<file path="config.mk">
export PLATFORM = sky130hd
export DESIGN_NAME = pcd_queue
export DESIGN_NICKNAME = d
export VERILOG_FILES = /design/src/rtl/pcd_pkg.sv /design/src/rtl/pcd_queue.sv
export SDC_FILE = /design/constraint.sdc
export NUM_CORES = 1
export LEC_CHECK = 0
export BUFFER_PORTS_ARGS = -buffer_cell sky130_fd_sc_hd__clkbuf_2
export CORE_MARGIN = 5
export CORE_UTILIZATION = 35
export CTS_BUF_LIST = sky130_fd_sc_hd__clkbuf_16
export DETAILED_ROUTE_END_ITERATION = 10
export GPL_ROUTABILITY_DRIVEN = 0
export SLEW_MARGIN = 20
export SYNTH_ARGS = -nofsm -noshare
export SYNTH_HDL_FRONTEND = slang
export SYNTH_SLANG_ARGS = --single-unit
</file>
<file path="constraint.sdc">
create_clock -name clk -period 1.45 [get_ports clk]
set_input_delay 0.145 -clock clk [delete_from_list [all_inputs] [get_ports clk]]
set_output_delay 0.145 -clock clk [all_outputs]
set_load 0.005 [all_outputs]
</file>
<file path="src/rtl/pcd_pkg.sv">
// Package: shared types, constants and status codes of the polyline character decoder.
package pcd_pkg;

	// Sum width default and allowed range
	localparam int SUM_WIDTH_DEFAULT = 32;
	localparam int SUM_WIDTH_MIN     = 24;
	localparam int SUM_WIDTH_MAX     = 64;

	// Character coding
	localparam logic [7:0] CHAR_BIAS  = 8'd63;
	localparam logic [7:0] CHAR_LAST  = 8'd126;
	localparam int         CHUNK_BITS = 5;
	localparam logic [2:0] MAX_CHUNKS = 3'd7;

	// Depth of the queue between front and back (power of two)
	localparam int QUEUE_DEPTH = 2;

	typedef enum logic [1:0] {
		STATUS_POINT     = 2'd0,
		STATUS_BAD_CHAR  = 2'd1,
		STATUS_TOO_LONG  = 2'd2,
		STATUS_TRUNCATED = 2'd3
	} status_t;

	// Input item
	typedef struct packed {
		logic [7:0] char_code;
		logic       first_of_string;
		logic       end_of_string;
	} char_t;

	// Result item
	typedef struct packed {
		logic signed [31:0] lat_e5;
		logic signed [31:0] lng_e5;
		status_t            status;
	} point_t;

	// Classified character, as held in the queue
	typedef struct packed {
		logic                  bad;
		logic                  more;
		logic [CHUNK_BITS-1:0] chunk;
		logic                  first_of_string;
		logic                  end_of_string;
	} entry_t;

endpackage

</file>
<file path="src/rtl/pcd_queue.sv">
// Short queue of classified characters between front and back.
module pcd_queue (
	input  logic            clk,
	input  logic            arst_n,
	input  logic            push,
	input  pcd_pkg::entry_t push_data,
	output logic            ready,
	input  logic            pop,
	output logic            valid,
	output pcd_pkg::entry_t pop_data
);

	localparam int Depth = pcd_pkg::QUEUE_DEPTH;
	localparam int PtrW  = (Depth > 1) ? $clog2(Depth) : 1;
	localparam int CntW  = $clog2(Depth + 1);

	pcd_pkg::entry_t mem_q [Depth];
	logic [PtrW-1:0] wr_ptr_q;
	logic [PtrW-1:0] rd_ptr_q;
	logic [CntW-1:0] count_q;

	assign ready    = (count_q != CntW'(Depth));
	assign valid    = (count_q != '0);
	assign pop_data = mem_q[rd_ptr_q];

	// Entry storage
	always_ff @(posedge clk) begin
		if (push) begin
			mem_q[wr_ptr_q] <= push_data;
		end
	end

	// Pointers and fill count
	always_ff @(posedge clk or negedge arst_n) begin
		if (!arst_n) begin
			wr_ptr_q <= '0;
			rd_ptr_q <= '0;
			count_q  <= '0;
		end else begin
			if (push) begin
				wr_ptr_q <= wr_ptr_q + PtrW'(1);
			end
			if (pop) begin
				rd_ptr_q <= rd_ptr_q + PtrW'(1);
			end
			if (push && !pop) begin
				count_q <= count_q + CntW'(1);
			end else if (pop && !push) begin
				count_q <= count_q - CntW'(1);
			end
		end
	end

	a_count_bound: assert property (@(posedge clk) disable iff (!arst_n)
		count_q <= CntW'(Depth))
		else $error("queue count beyond depth");

	a_no_pop_empty: assert property (@(posedge clk) disable iff (!arst_n)
		pop |-> valid)
		else $error("pop from empty queue");

endmodule

</file>
==> Flow_metrics.wiki <==
{| class="wikitable"
! Metric !! Value
|-
| Outcome || complete, no violations
|-
| Synth cell types || 13
|-
| Kind of start point of the critical path || flop
|-
| Initial Utilization || 36.0%
|-
| Number of port buffers || 23
|-
| Post-layout worst setup margin || between 60 and 70 ps
|-
| Detailed Routing Iterations Pass 1 || 3
|-
| Sequential standard cell area || roughly 640 um^2
|-
| Area of combinational cells with multiple inputs || 220 um^2
|-
| Die Y-Extent || 60.0 um
|-
| Final Routed Wirelength || ~1200 um
|-
| Crit-path max FO || 10
|-
| Largest family of logic cells by synthesized area || multiplexers
|-
| GRT Util Overall || around 7.5%
|-
| Number of warnings printed during yosys synthesis || 0
|-
| Fin crit share || between 90% and 100%
|-
| Via-per-instance ratio || between 4 and 5
|-
| Floorplan die width || ~60 um
|-
| Most frequent standard cell in the layout excluding fill and tap cells || clkbuf_2
|-
| Cell count of the worst hold path || 1
|-
| RSZ-0062 raised after global routing || no
|-
| Initial antenna violation count || 0
|-
| Number of nets produced by synthesis || 58
|-
| Critical path data arrival time || roughly 1200 ps
|-
| Pin count of the biggest net entering global routing || 13
|-
| Grt total ovfl || 0
|-
| Max Freq || 0.721 GHz
|-
| Number of sinks driven by the clock tree || 22
|-
| Post-CTS clock slew at the launch and capture registers of the worst setup and hold paths || roughly 50 ps
|-
| Commonest non-fill, non-tap cells in the layout || clkbuf_2 (23), edfxtp_1 (18), mux2_4 (9)
|-
| Depth of the worst register-to-register path || 1
|-
| Count of boundary I/O pins || 24
|-
| Cell count after synthesis || 44
|-
| Placed cell area || 0.00103 mm^2
|-
| Post-Syn Area per Cell || 19.9 um^2
|-
| Flip-flop and latch count after synthesis || 22
|-
| Share of final-layout standard cells stronger than drive strength 1 || between 50% and 60%
|-
| FILL cells || between 200 and 250
|-
| FF-to-FF Start || wr_ptr_q
|-
| Hold Path Origin || push_data[5]
|-
| Longest Clk Path Bufs || 2
|-
| Clock latency on the worst-skew pair || ~240 ps
|-
| Final min period || between 1000 and 1500 ps
|-
| Share of the yosys chip area belonging to registers || around 73%
|-
| Post-Syn Area || about 880 um^2
|-
| Portion of netlist area occupied by mux cells || between 15 and 20%
|-
| Register-to-register setup slack || between 300 and 400 ps
|-
| Static leakage || 0.482 nW
|-
| Area share of xor/xnor cells in the synthesized design || roughly 5.0%
|-
| Critical R2R Capture || mem_q[1][8]
|-
| Vias in the first global route || between 400 and 500
|-
| Clock Tree Root || clkbuf_16
|-
| Worst-case clock skew || 3.48 ps
|-
| Mean routed wirelength per cell || 11.8 um
|-
| Total power density per cell area || approximately 1900 mW/mm^2
|-
| Post-route cell area || roughly 0.0011 mm^2
|-
| Max-cap violations || 0
|-
| Total via count in the routed design || between 400 and 500
|-
| Min-Delay Path Class || input port to flop
|-
| TritonCTS clock tree || yes
|-
| Terminating pin of the worst hold path || mem_q[0][5]
|-
| Final-report hold violation count || 0
|-
| Number of setup violations in the final report || 0
|-
| Number of antenna repair diodes || 0
|-
| TritonCTS Buffers || 3
|-
| Slew of the pin with the lowest slew margin || 418 ps
|-
| Core utilization of the finished layout || a little under half
|-
| Remaining antenna violation count after routing || 0
|-
| Row Count || 18
|-
| Setup slack at placement || roughly 130 ps
|-
| Wire length of the first global-routing pass || approximately 1900 um
|-
| Net count of the finished layout || 88
|-
| Max VDD drop || ~0.001 V
|-
| Critical Path End Type || primary output
|-
| Synthesized-area fraction occupied by adder cells || 1.43%
|-
| First DRT Iteration DRCs || 10
|-
| Setup repair bufs after CTS || 0
|-
| DRC violations left || 0
|-
| Die Area || ~0.0036 mm^2
|-
| Total negative slack for setup checks || 0 ps
|-
| Start-to-end type of the worst setup path || flop to primary output
|-
| Design Power || approximately 2.1 mW
|-
| Final max-slew violation count || 0
|-
| Worst rel slew slack || between 70 and 80%
|-
| H-tree depth || 1
|-
| Required time of the critical path || around 1300 ps
|-
| Area fraction in and, or, nand and nor cells after synthesis || 3.29%
|-
| Compound-cell area share of the yosys netlist || 0%
|-
| Area growth, synth to finish || 28.1%
|-
| Core region area || 0.00243 mm^2
|}
==> sequential cells by signal, summed over array words and instances (netlist names) <==
signal and count:
rd_ptr_q 1, mem_q 18, count_q 2, wr_ptr_q 1
==> worst max path at each step <==
stage                     startpoint     endpoint  slack [ps]  cells past startpoint
final                       rd_ptr_q  pop_data[3]          60                      2
after global routing        rd_ptr_q  pop_data[2]           4                      2
after CTS                   rd_ptr_q  pop_data[3]          40                      2
after detailed placement    rd_ptr_q  pop_data[3]         130                      2
after global placement      rd_ptr_q  pop_data[3]         140                      2
after floorplan             wr_ptr_q  mem_q[0][0]         240                      1
==> cell usage after synthesis, drive strengths merged <==
cell type  instances  area, um^2
edfxtp            18         541
mux2               9         135
nor2b              1        6.26
buf                1        11.3
xor2               4        35.0
inv                1        3.75
or2                1        6.26
ha                 1        12.5
xnor2              1        8.76
and2               1        6.26
nor2               1        3.75
dfrtp              4         100
nand2b             1        6.26
==> cells by family (layout without fill, tap and decap cells) <==
| kind of cell | count (synthesis) | after routing |
|---|---|---|
| adder cells (fa/ha/maj) | 1 | 1 |
| AND/OR/NAND/NOR | 5 | 5 |
| XOR/XNOR | 5 | 5 |
| buffers and inverters | 2 | 31 |
| flip-flops | 22 | 22 |
| multiplexers | 9 | 9 |
==> routing by layer <==
metal / global-route usage, % / share of wire, %
met5: 0 / 0
met4: 1.90 / 0
met3: 3.02 / 9.0
met2: 11.6 / 47
met1: 9.77 / 44
==> stage by stage <==
step	hold slack, ps	std cells
detailed placement	-37.8	98
finish	88.8	103
CTS	86.7	103
global route	80.9	103
floorplan	-151	44
global placement	-37.0	98
==> worst max-delay path: stages, from the launching register on <==
cell,delay (ps)
dfrtp_2,560
mux2_4,330
clkbuf_2,110
==> where the power goes <==
group	leakage (nW)	switching [mW]	total, mW	internal [mW]
Combinational	0.229	0.188	0.545	0.357
Clock	0.0385	0.182	0.548	0.366
Sequential	0.215	0.136	0.997	0.861
==> timing repair <==
action | in CTS | in global routing
setup endpoints to repair | 9 | 0
resized for setup | 1 | 0
endpoints found under the hold margin | 4 | 0
hold buffers | 1 | 0
==> layout make-up <==
| class | instances | share of cell area [%] |
|---|---|---|
| timing repair buffer | 26 | 12.5 |
| clock inverter | 1 | 0.334 |
| sequential | 22 | 57.2 |
| multi-input combinational | 20 | 19.6 |
| tap | 30 | 3.34 |
| clock buffer | 3 | 6.69 |
| inverter | 1 | 0.334 |
(Power assumes the default switching activity.)
