<file path="config.mk">
export PLATFORM = sky130hd
export DESIGN_NAME = pcd_back_flat
export DESIGN_NICKNAME = d
export VERILOG_FILES = /design/src/rtl/pcd_pkg.sv /design/src/rtl/pcd_stream_if.sv /design/src/rtl/pcd_back.sv /design/src/flat_wrapper.sv
export SDC_FILE = /design/constraint.sdc
export NUM_CORES = 1
export LEC_CHECK = 0
export BUFFER_PORTS_ARGS = -buffer_cell sky130_fd_sc_hd__buf_2
export CORE_AREA = 5 5 42 44
export CTS_BUF_LIST = sky130_fd_sc_hd__clkbuf_8
export DETAILED_ROUTE_END_ITERATION = 10
export DIE_AREA = 0 0 47 49
export PLACE_DENSITY = 0.63
export SLEW_MARGIN = 10
export SYNTH_ARGS = -nofsm -noshare
export SYNTH_HDL_FRONTEND = slang
export SYNTH_SLANG_ARGS = --single-unit
</file>
<file path="constraint.sdc">
create_clock -name clk -period 1.9 [get_ports clk]
set_input_delay 0.475 -clock clk [delete_from_list [all_inputs] [get_ports clk]]
set_output_delay 0.475 -clock clk [all_outputs]
set_load 0.03 [all_outputs]
</file>
<file path="src/rtl/pcd_pkg.sv">
// Package: shared types, constants and status codes of the polyline character decoder.
package pcd_pkg;

	// Sum width default and allowed range
	localparam int SUM_WIDTH_DEFAULT = 32;
	localparam int SUM_WIDTH_MIN     = 24;
	localparam int SUM_WIDTH_MAX     = 64;

	// Character coding
	localparam logic [7:0] CHAR_BIAS  = 8'd63;
	localparam logic [7:0] CHAR_LAST  = 8'd126;
	localparam int         CHUNK_BITS = 5;
	localparam logic [2:0] MAX_CHUNKS = 3'd7;

	// Depth of the queue between front and back (power of two)
	localparam int QUEUE_DEPTH = 2;

	typedef enum logic [1:0] {
		STATUS_POINT     = 2'd0,
		STATUS_BAD_CHAR  = 2'd1,
		STATUS_TOO_LONG  = 2'd2,
		STATUS_TRUNCATED = 2'd3
	} status_t;

	// Input item
	typedef struct packed {
		logic [7:0] char_code;
		logic       first_of_string;
		logic       end_of_string;
	} char_t;

	// Result item
	typedef struct packed {
		logic signed [31:0] lat_e5;
		logic signed [31:0] lng_e5;
		status_t            status;
	} point_t;

	// Classified character, as held in the queue
	typedef struct packed {
		logic                  bad;
		logic                  more;
		logic [CHUNK_BITS-1:0] chunk;
		logic                  first_of_string;
		logic                  end_of_string;
	} entry_t;

endpackage

</file>
<file path="src/rtl/pcd_stream_if.sv">
// Interface: valid/ready stream channel with a typed payload.
interface pcd_stream_if #(
	parameter type T = logic
) ();
	logic valid;
	logic ready;
	T     data;

	modport source (output valid, output data, input ready);
	modport sink   (input valid, input data, output ready);
endinterface

</file>
<file path="src/rtl/pcd_back.sv">
// Back end: gathers chunks, zigzag-decodes values, keeps the sums, registers results.
module pcd_back #(
	parameter int SUM_WIDTH = pcd_pkg::SUM_WIDTH_DEFAULT
) (
	input  logic            clk,
	input  logic            arst_n,
	input  logic            q_valid,
	input  pcd_pkg::entry_t q_data,
	output logic            pop,
	pcd_stream_if.source    points
);

	logic [31:0]                 acc_q;
	logic [2:0]                  cc_q;
	logic                        on_lng_q;
	logic signed [SUM_WIDTH-1:0] lat_sum_q;
	logic signed [SUM_WIDTH-1:0] lng_sum_q;
	logic                        out_valid_q;
	pcd_pkg::point_t             out_data_q;

	logic [31:0]                 acc_b;
	logic [2:0]                  cc_b;
	logic                        on_lng_b;
	logic signed [SUM_WIDTH-1:0] lat_b;
	logic signed [SUM_WIDTH-1:0] lng_b;
	logic [5:0]                  shamt;
	logic [31:0]                 acc_or;
	logic signed [31:0]          delta;
	logic [2:0]                  cc_inc;
	logic [31:0]                 acc_n;
	logic [2:0]                  cc_n;
	logic                        on_lng_n;
	logic signed [SUM_WIDTH-1:0] lat_n;
	logic signed [SUM_WIDTH-1:0] lng_n;
	logic                        has_res;
	pcd_pkg::status_t            res_status;

	// Take the next entry when the output register is free or being drained
	assign pop           = q_valid && (!out_valid_q || points.ready);
	assign points.valid  = out_valid_q;
	assign points.data   = out_data_q;

	// Execute one classified character
	always_comb begin
		acc_b    = q_data.first_of_string ? '0 : acc_q;
		cc_b     = q_data.first_of_string ? '0 : cc_q;
		on_lng_b = q_data.first_of_string ? 1'b0 : on_lng_q;
		lat_b    = q_data.first_of_string ? '0 : lat_sum_q;
		lng_b    = q_data.first_of_string ? '0 : lng_sum_q;

		// chunk lands at 5 * count; bits above 31 drop out
		shamt  = 6'({cc_b, 2'b00}) + 6'(cc_b);
		acc_or = acc_b | ({27'b0, q_data.chunk} << shamt);
		delta  = (acc_or >> 1) ^ {32{acc_or[0]}};
		cc_inc = cc_b + 3'd1;

		acc_n      = acc_b;
		cc_n       = cc_b;
		on_lng_n   = on_lng_b;
		lat_n      = lat_b;
		lng_n      = lng_b;
		has_res    = 1'b0;
		res_status = pcd_pkg::STATUS_POINT;

		if (q_data.bad) begin
			has_res    = 1'b1;
			res_status = pcd_pkg::STATUS_BAD_CHAR;
		end else if (q_data.more) begin
			if (cc_inc == pcd_pkg::MAX_CHUNKS) begin
				acc_n      = '0;
				cc_n       = '0;
				has_res    = 1'b1;
				res_status = pcd_pkg::STATUS_TOO_LONG;
			end else begin
				acc_n = acc_or;
				cc_n  = cc_inc;
			end
		end else begin
			acc_n = '0;
			cc_n  = '0;
			if (on_lng_b) begin
				lng_n      = lng_b + SUM_WIDTH'(delta);
				on_lng_n   = 1'b0;
				has_res    = 1'b1;
				res_status = pcd_pkg::STATUS_POINT;
			end else begin
				lat_n    = lat_b + SUM_WIDTH'(delta);
				on_lng_n = 1'b1;
			end
		end

		// End of string: flag an unfinished point, drop partial state
		if (q_data.end_of_string) begin
			if (!has_res && (cc_n != '0 || on_lng_n)) begin
				has_res    = 1'b1;
				res_status = pcd_pkg::STATUS_TRUNCATED;
			end
			acc_n    = '0;
			cc_n     = '0;
			on_lng_n = 1'b0;
		end
	end

	// Decoder state
	always_ff @(posedge clk or negedge arst_n) begin
		if (!arst_n) begin
			acc_q     <= '0;
			cc_q      <= '0;
			on_lng_q  <= 1'b0;
			lat_sum_q <= '0;
			lng_sum_q <= '0;
		end else if (pop) begin
			acc_q     <= acc_n;
			cc_q      <= cc_n;
			on_lng_q  <= on_lng_n;
			lat_sum_q <= lat_n;
			lng_sum_q <= lng_n;
		end
	end

	// Output register valid
	always_ff @(posedge clk or negedge arst_n) begin
		if (!arst_n) begin
			out_valid_q <= 1'b0;
		end else if (pop) begin
			out_valid_q <= has_res;
		end else if (points.ready) begin
			out_valid_q <= 1'b0;
		end
	end

	// Output payload
	always_ff @(posedge clk) begin
		if (pop && has_res) begin
			out_data_q.lat_e5 <= 32'(lat_n);
			out_data_q.lng_e5 <= 32'(lng_n);
			out_data_q.status <= res_status;
		end
	end

	a_cc_range: assert property (@(posedge clk) disable iff (!arst_n)
		cc_q != pcd_pkg::MAX_CHUNKS)
		else $error("chunk count reached limit");

	a_point_flips: assert property (@(posedge clk) disable iff (!arst_n)
		(pop && has_res && res_status == pcd_pkg::STATUS_POINT) |=> !on_lng_q)
		else $error("point done but still on longitude");

	a_end_clears: assert property (@(posedge clk) disable iff (!arst_n)
		(pop && q_data.end_of_string) |=> (acc_q == '0 && cc_q == '0 && !on_lng_q))
		else $error("partial state kept past end of string");

endmodule

</file>
<file path="src/flat_wrapper.sv">
// flat-port wrapper written by rule: the top's interface ports become plain ports
module pcd_back_flat 
#(
	parameter int SUM_WIDTH = pcd_pkg::SUM_WIDTH_DEFAULT
)
  (clk, arst_n, q_valid, q_data, pop, points_valid, points_data, points_ready);
  pcd_stream_if points_i ();
  input  logic clk;
  input  logic arst_n;
  input  logic q_valid;
  input  pcd_pkg::entry_t q_data;
  output logic pop;
  output wire logic [$bits(points_i.valid)-1:0] points_valid;
  output wire logic [$bits(points_i.data)-1:0] points_data;
  input wire logic [$bits(points_i.ready)-1:0] points_ready;
  assign points_valid = points_i.valid;
  assign points_data = points_i.data;
  assign points_i.ready = points_ready;
  pcd_back #(.SUM_WIDTH(SUM_WIDTH)) u_core (.clk(clk), .arst_n(arst_n), .q_valid(q_valid), .q_data(q_data), .pop(pop), .points(points_i));
endmodule
</file>
==> results of run 1 <==
==> what timing repair did <==
item	in CTS	in global routing
buffers inserted	0	1
hold buffers	0	0
pin swaps	0	1
setup endpoints to repair	1	4
gates resized for setup	2	0
==> cell usage in the layout (no fill, tap or decap), types with 2 or more instances in the layout <==
| master | count |
|---|---|
| nand2_1 | 10 |
| buf_2 | 9 |
| buf_4 | 9 |
| dfrtp_1 | 5 |
| inv_1 | 4 |
| nand2b_1 | 4 |
| nor2_1 | 3 |
| clkbuf_8 | 3 |
| and2b_1 | 2 |
| o21ai_0 | 2 |
| ha_2 | 2 |
==> routing by layer <==
| layer | up-vias | GRT usage [%] | part of all wire, % | wire length (microns) |
|---|---|---|---|---|
| met5 | - | 0 | 0 | 0 |
| met3 | 0 | 2.21 | 2.5 | 30 |
| li1 | 260 | - | - | - |
| met1 | 239 | 17.5 | 50 | 600 |
| met4 | 0 | 2.76 | 0 | 0 |
| met2 | 9 | 16.3 | 48 | 575 |
==> power by group <==
group          total [mW]  leakage [nW]  switching (mW)  internal (mW)
clock network       0.197        0.0269          0.0576          0.139
logic               0.140         0.246          0.0728         0.0670
registers           0.156        0.0751          0.0107          0.145
total               0.492         0.348           0.141          0.351
==> stage by stage <==
stage / hold slack [ps] / TNS (ps)
floorplan: 179 / -9.37
global placement: 292 / -898
detailed placement: 293 / -915
CTS: 53.0 / 0
global route: 51.6 / -85.7
finish: 52.1 / 0
==> final cells by class <==
| cell class | count | area [sq um] |
|---|---|---|
| Fill cell | 142 | 688 |
| Multi-Input combinational cell | 48 | 358 |
| Sequential cell | 6 | 155 |
| Timing Repair Buffer | 19 | 124 |
| Clock buffer | 3 | 41.3 |
| Tap cell | 16 | 20.0 |
| Inverter | 3 | 11.3 |
| Clock inverter | 1 | 3.75 |
==> critical path, cell delays in order <==
cell	delay (ps)
buf_6	90
and2b_1	220
ha_2	210
and4bb_1	210
a211o_1	290
or4_1	410
o311ai_1	100
==> flip-flops by register name, indices dropped and copies added (netlist names) <==
name and flops:
u_core.on_lng_q 1, u_core.points.valid 1, u_core.points.data 1, u_core.cc_q 3
==> worst min path at each step <==
| stage | from | to | slack (ps) | depth (start not counted) |
|---|---|---|---|---|
| floorplan | arst_n | u_core.cc_q[0]$_DFFE_PN0P_ | 180 | 0 |
| global placement | arst_n | u_core.points.valid$_DFFE_PN0P_ | 290 | 1 |
| detailed placement | arst_n | u_core.points.valid$_DFFE_PN0P_ | 290 | 1 |
| CTS | arst_n | u_core.points.valid$_DFFE_PN0P_ | 50 | 1 |
| global route | arst_n | u_core.on_lng_q$_DFFE_PN0P_ | 50 | 1 |
| finish | arst_n | u_core.points.valid$_DFFE_PN0P_ | 50 | 1 |
==> kinds of logic (layout without fill, tap and decap cells) <==
kind of cell    count (synthesis)  in the layout
mux                             1              1
buf+inv                         5             26
fa+ha+maj                       2              2
compound gates                 16             16
simple gates                   29             29
flops                           6              6
==> impl_metrics.csv, run 1 <==
group,metric,value,unit
critical_path,r2r_slack,30,ps
placed_design,placed_area,647,sq um
timing,layout_setup_ws,4.62,ps
timing,maxSlewHeadroom,81.7,%
grt,track_usage,11.5,%
worst_hold_path,worst_hold_path_type,"input port to asynchronous set/reset pin",
finish,syn_to_final_growth,42.5,%
synthesis,yosys.area.top_type,"dfrtp_1",
critical_path,r2r_cells,6,
die,die_h,49,microns
timing,fmax,528,MHz
flow_run,drv_cap,0,
placed_design,dpl.hpwl,929,microns
synthesis,synthFlopType,"dfrtp_1",
grt,antenna_found_initial,0,
grt,overflow,0,
synthesis,synth-edff-count,1,
grt,grt_pass1_wl,2040,microns
die,initial_utilization,35.7,%
synthesis,synth_compound_area_share,25.0,%
routing,detail_route.vias_per_cell,5.29,
die,dieArea,2300,sq um
synthesis,synth_fp_nets,74,
synthesis,yosys-top-cells-count,"nand2_1, dfrtp_1, nand2b_1",
finish,fin_util,50.9,%
routing,drcViolationCount,0,
synthesis,synth-seq-area-share,31.0,%
critical_path,cp-end-kind,"flip-flop",
synthesis,avgSynthCellArea,8.48,sq um
critical_path,crit_path_max_fanout,4,
power_and_ir_drop,power_density,690,nW/um^2
die,core,1400,sq um
synthesis,ys_top_cells_by_area,"dfrtp_1, nand2_1, nand2b_1",
clocking,clock_path_buffers,2,
timing,slew_violations,0,
outcome,status,"completed",
synthesis,synthMuxAreaShare,2.00,%
synthesis,synth_top_family_by_area,"simple AND/OR/NAND/NOR gates",
critical_path,required,2010,ps
clocking,clkTransAtPathRegs,40,ps
critical_path,critical_path.startpoint,"q_data[1]",
routing,ant_nets,0,
grt,grt_max_degree,10,
timing,finClkSkew,11.2,ps
synthesis,netlist_instances,59,
placed_design,dp.cells,91,
clocking,cts_inserted_buffers,3,
finish,final_cells,96,
clocking,cts_tree,"done",
critical_path,r2r_start,"u_core.cc_q[1]$_DFFE_PN0P_",
finish,num_antenna_cells,0,
synthesis,synthSimpleGateAreaFrac,33.3,%
power_and_ir_drop,power,0.492,mW
finish,layout.nets,96,
finish,drive_gt1_share,37.5,%
critical_path,crit_end,"u_core.cc_q[0]$_DFFE_PN0P_",
placed_design,place.gp.congestion,0.746,
power_and_ir_drop,p_leak,0.348,nW
synthesis,synth_top_area_share,25.0,%
clocking,cts_num_sinks,6,
synthesis,synth_area,500,sq um
routing,vias,508,
routing,drt_wl_total,1210,microns
clocking,ctsHtreeMaxLevel,1,
timing,fin_crit,1900,ps
timing,post-route-period-util,99.8,%
clocking,worstSkewPairLatency,230,ps
routing,drt_iter0_drc,9,
grt,grt_pass1_vias,482,
critical_path,worstSetupStartpointType,"input port",
synthesis,yosys_register_bits,6,
clocking,cts_root_buf,"clkbuf_8",
synthesis,yosys.cell_types.count,34,
timing,tightestPinTransition,274,ps
synthesis,async_flop_share,83.3,%
critical_path,cp_data_arrival_time,2000,ps
critical_path,worstReg2RegEnd,"u_core.cc_q[0]$_DFFE_PN0P_",
die,num_rows,14,
routing,drt_first_pass_iters,4,
die,die_w,47,microns
synthesis,yosys.cell_count.top_type,"nand2_1",
timing,finalHoldViolCount,0,
placed_design,portBuffers,10,
timing,rsz0062_at_grt,"yes",
synthesis,synth-xor-area-share,0,%
critical_path,worstSetupPathType,"input port to flip-flop",
finish,fin_area,713,sq um
routing,wire_per_inst,12.6,microns
timing,setup_violations,0,
die,io_pins,16,
power_and_ir_drop,ir_drop,0.448,mV
placed_design,dp_slack,-239,ps
synthesis,synthAdderAreaFrac,5.00,%
synthesis,yosysWarnings,0,
(Power assumes the default switching activity.)
==> run 2: changes to the inputs <==
CAP_MARGIN = 25   (was unset)
PLACE_DENSITY = 0.62   (was 0.63)
clock period = 1.6 ns   (was 1.9 ns; I/O delays follow)
==> impl_metrics.csv, run 2 (same netlist as run 1, synthesis figures left out) <==
group,metric,value,unit
timing,fin_tns_setup,-1190,ps
timing,rsz0062_at_grt,"yes",
timing,setup_violations,6,
die,dieArea,2300,sq um
power_and_ir_drop,ir_drop,0.482,mV
clocking,clkTransAtPathRegs,40,ps
routing,wire_per_inst,12.9,microns
clocking,ctsHtreeMaxLevel,1,
grt,overflow,0,
critical_path,cp_data_arrival_time,1860,ps
routing,drt_first_pass_iters,4,
die,core,1400,sq um
timing,fin_crit,1880,ps
outcome,failed_checks,"negative setup slack",
die,num_rows,14,
routing,vias,546,
timing,fmax,531,MHz
routing,ant_nets,0,
clocking,cts_inserted_buffers,3,
routing,detail_route.vias_per_cell,5.35,
clocking,worstSkewPairLatency,230,ps
finish,num_antenna_cells,0,
routing,drt_iter0_drc,14,
grt,track_usage,14.4,%
die,initial_utilization,35.7,%
finish,final_cell_mix,"buf_4, buf_2, nand2_1",
critical_path,worstSetupStartpointType,"flip-flop",
grt,grt_pass1_wl,2350,microns
critical_path,crit_path_max_fanout,4,
critical_path,required,1580,ps
critical_path,cp-end-kind,"flip-flop",
timing,layout_setup_ws,-282,ps
worst_hold_path,worst_hold_path_type,"input port to flip-flop",
grt,grt_pass1_vias,549,
outcome,status,"complete, but fails checks",
finish,final_common_cell,"buf_4",
finish,syn_to_final_growth,52.5,%
placed_design,portBuffers,10,
finish,fin_util,54.5,%
grt,antenna_found_initial,0,
clocking,cts_tree,"done",
grt,grt_max_degree,10,
clocking,cts_num_sinks,6,
die,die_h,49,microns
timing,finClkSkew,7.34,ps
finish,largest_reg_flops,3,
clocking,cts_root_buf,"clkbuf_8",
timing,slew_violations,0,
placed_design,place.gp.congestion,0.779,
finish,largest_register,"u_core.cc_q",
critical_path,worstSetupPathType,"flip-flop to flip-flop",
power_and_ir_drop,power,0.608,mW
die,io_pins,16,
flow_run,drv_cap,0,
timing,finalHoldViolCount,0,
timing,tightestPinTransition,294,ps
timing,holdWs,479,ps
power_and_ir_drop,p_leak,0.371,nW
power_and_ir_drop,power_density,796,nW/um^2
placed_design,dpl.hpwl,1050,microns
finish,drive_gt1_share,45.3,%
finish,fin_area,763,sq um
routing,drcViolationCount,0,
routing,drt_wl_total,1320,microns
clocking,clock_path_buffers,2,
timing,maxSlewHeadroom,80.4,%
placed_design,placed_area,679,sq um
timing,post-route-period-util,118,%
finish,layout.nets,102,
die,die_w,47,microns
run 2: cell types whose count changed in the layout (fill, tap and decap cells not counted), sizes merged:
cell and change:
dlygate4sd3 +1, buf +5
run 2: report_power, final:
part,switching [mW],internal [mW],leakage (nW)
registers,0.0106,0.172,0.0751
clock network,0.0727,0.165,0.0269
logic,0.0936,0.0931,0.269
run 2: worst paths after layout:
check	startpoint	to	depth (start not counted)	slack, ps
worst min register to register	u_core.on_lng_q$_DFFE_PN0P_	u_core.on_lng_q$_DFFE_PN0P_	2	540
max in group asynchronous	arst_n	u_core.cc_q[1]$_DFFE_PN0P_	2	950
worst max register to register	u_core.cc_q[0]$_DFFE_PN0P_	u_core.points.data$_DFFE_PP_	7	-280
min in group asynchronous	arst_n	u_core.points.valid$_DFFE_PN0P_	2	510
worst max-delay path	u_core.cc_q[0]$_DFFE_PN0P_	u_core.points.data$_DFFE_PP_	7	-280
worst min-delay path	q_valid	u_core.points.valid$_DFFE_PN0P_	3	480
run 2: cell type report:
type / count / area (sq um)
Clock buffer: 3 / 41.3
Clock inverter: 1 / 3.75
Fill cell: 145 / 638
Inverter: 3 / 11.3
Multi-Input combinational cell: 48 / 367
Sequential cell: 6 / 155
Tap cell: 16 / 20.0
Timing Repair Buffer: 25 / 165
run 2: critical path, stage by stage (launching register included):
cell and delay (ps):
dfrtp_1 390, nand2b_1 120, inv_2 50, ha_2 200
and4bb_1 300, a211o_1 180, nand2_1 90, a311o_1 310
run 2: routing by layer:
metal  track usage, %  vias to the layer above  wire [microns]
met3             3.32                        7              84
met4             11.1                        0              68
met5                0                        -               0
li1                 -                      274               -
met1             18.0                      249             564
met2             20.4                       16             601
run 2: through the flow:
step / instances / worst slack, ps
floorplan: 59 / -227
global placement: 95 / -424
detailed placement: 95 / -462
CTS: 102 / -283
global route: 102 / -377
finish: 102 / -282
run 2: repair_timing:
action                     CTS  global route
pin swaps                    2             1
hold endpoints to repair     5             0
gates resized for setup      1             4
buffers inserted             3             0
setup endpoints to repair    6             7
hold buffers                 1             0
==> run 3: changes to the inputs <==
CORE_AREA = 2 2 39 41   (was 5 5 42 44)
DIE_AREA = 0 0 41 43   (was 0 0 47 49)
==> impl_metrics.csv, run 3 (same netlist as run 1, synthesis figures left out) <==
group,metric,value,unit
outcome,status,"complete, but fails checks",
power_and_ir_drop,p_leak,0.364,nW
timing,fin_crit,1870,ps
critical_path,r2r_slack,-270,ps
clocking,cts_num_sinks,6,
outcome,failed_checks,"negative setup slack",
routing,drt-met1-wl,645,microns
power_and_ir_drop,ir_drop,0.649,mV
timing,slew_violations,0,
die,core,1380,sq um
timing,fmax,536,MHz
timing,layout_setup_ws,-267,ps
finish,largest_reg_flops,3,
clocking,worstSkewPairLatency,230,ps
placed_design,placed_area,679,sq um
die,initial_utilization,36.2,%
timing,finalHoldViolCount,0,
finish,final_cells,101,
grt,antenna_found_initial,0,
critical_path,cp-end-kind,"flip-flop",
grt,track_usage,16.9,%
finish,syn_to_final_growth,48.3,%
routing,wire_per_inst,12.6,microns
finish,final_cell_mix,"buf_4, nand2_1, buf_2",
clocking,cts_root_buf,"clkbuf_8",
finish,largest_register,"u_core.cc_q",
routing,ant_nets,0,
grt,grt_max_degree,10,
die,die_h,43,microns
finish,num_antenna_cells,0,
routing,drt_iter0_drc,8,
critical_path,r2r_cells,6,
worst_hold_path,worst_hold_path_type,"input port to flip-flop",
timing,tightestPinTransition,263,ps
clocking,cts_tree,"done",
grt,grt_pass1_wl,1970,microns
critical_path,required,1730,ps
clocking,cts_inserted_buffers,3,
grt,grt_pass1_vias,451,
timing,post-route-period-util,117,%
finish,final_common_cell,"buf_4",
timing,finClkSkew,9.28,ps
critical_path,worstSetupStartpointType,"flip-flop",
critical_path,worstSetupPathType,"flip-flop to flip-flop",
worst_hold_path,min_path_cells,2,
routing,drcViolationCount,0,
die,die_w,41,microns
routing,vias,524,
routing,detail_route.vias_per_cell,5.19,
critical_path,crit_path_max_fanout,4,
flow_run,drv_cap,0,
placed_design,dpl.hpwl,1010,microns
placed_design,place.gp.congestion,0.757,
timing,setup_violations,6,
die,num_rows,14,
finish,layout.nets,101,
routing,drt_first_pass_iters,4,
critical_path,cp_data_arrival_time,1990,ps
timing,fin_tns_setup,-1310,ps
routing,wl_met2,538,microns
routing,top_layer,"met4",
routing,drt_wl_total,1270,microns
die,dieArea,1760,sq um
grt,overflow,0,
finish,fin_area,742,sq um
placed_design,dp.cells,95,
placed_design,portBuffers,10,
die,io_pins,16,
clocking,ctsHtreeMaxLevel,1,
clocking,clkTransAtPathRegs,40,ps
power_and_ir_drop,power_density,798,nW/um^2
timing,rsz0062_at_grt,"yes",
clocking,clock_path_buffers,2,
finish,drive_gt1_share,40.0,%
routing,wl_met3,68,microns
timing,maxSlewHeadroom,82.4,%
[run 3: cell count changes in the layout (fill, tap and decap cells not counted), sizes merged]
cell / delta
buf: -1
[run 3: path summary, 6_finish.rpt]
check,from,to
worst max register to register,u_core.cc_q[1]$_DFFE_PN0P_,u_core.cc_q[0]$_DFFE_PN0P_
worst min-delay path,q_data[0],u_core.cc_q[1]$_DFFE_PN0P_
worst max-delay path,u_core.cc_q[1]$_DFFE_PN0P_,u_core.cc_q[0]$_DFFE_PN0P_
worst min register to register,u_core.points.valid$_DFFE_PN0P_,u_core.points.valid$_DFFE_PN0P_
max in group asynchronous,arst_n,u_core.cc_q[1]$_DFFE_PN0P_
min in group asynchronous,arst_n,u_core.points.valid$_DFFE_PN0P_
[run 3: repair_timing]
action                                 in CTS  in global routing
resized for setup                           1                  0
setup endpoints to repair                   6                  6
setup buffers                               1                  1
endpoints found under the hold margin       5                  0
hold buffers                                1                  0
pin swaps                                   2                  2
[run 3: critical path, stage by stage (launching register included)]
cell      delay (ps)
dfrtp_1          360
and2b_1          190
ha_2             200
and4bb_1         230
a211o_1          320
or4_1            400
o311ai_1          80
[run 3: area by class of cell]
cell class                 count  area (sq um)
clock buffer                   3          41.3
clock inverter                 1          3.75
fill                         139           642
inverter                       3          11.3
multi-input combinational     48           353
sequential                     6           155
tap                           16          20.0
timing repair buffer          24           158
[run 3: power breakdown]
group,switching (mW),internal (mW)
Combinational,0.0898,0.0875
Sequential,0.00981,0.172
Clock,0.0679,0.165
[run 3: routing by layer]
layer	vias to the layer above	global-route usage, %
met5	-	0
met4	0	8.00
met3	2	4.71
met2	17	23.8
met1	235	23.3
li1	270	-
[run 3: through the flow]
step / hold slack [ps] / total power, mW / worst slack [ps] / util (%)
final: 478 / 0.592 / -267 / 53.6
after global routing: 509 / 0.625 / -367 / 53.6
after CTS: 485 / 0.596 / -288 / 53.1
after detailed placement: 225 / 0.357 / -453 / 49.1
after global placement: 222 / 0.356 / -437 / 49.1
after floorplan: 104 / 0.283 / -227 / -
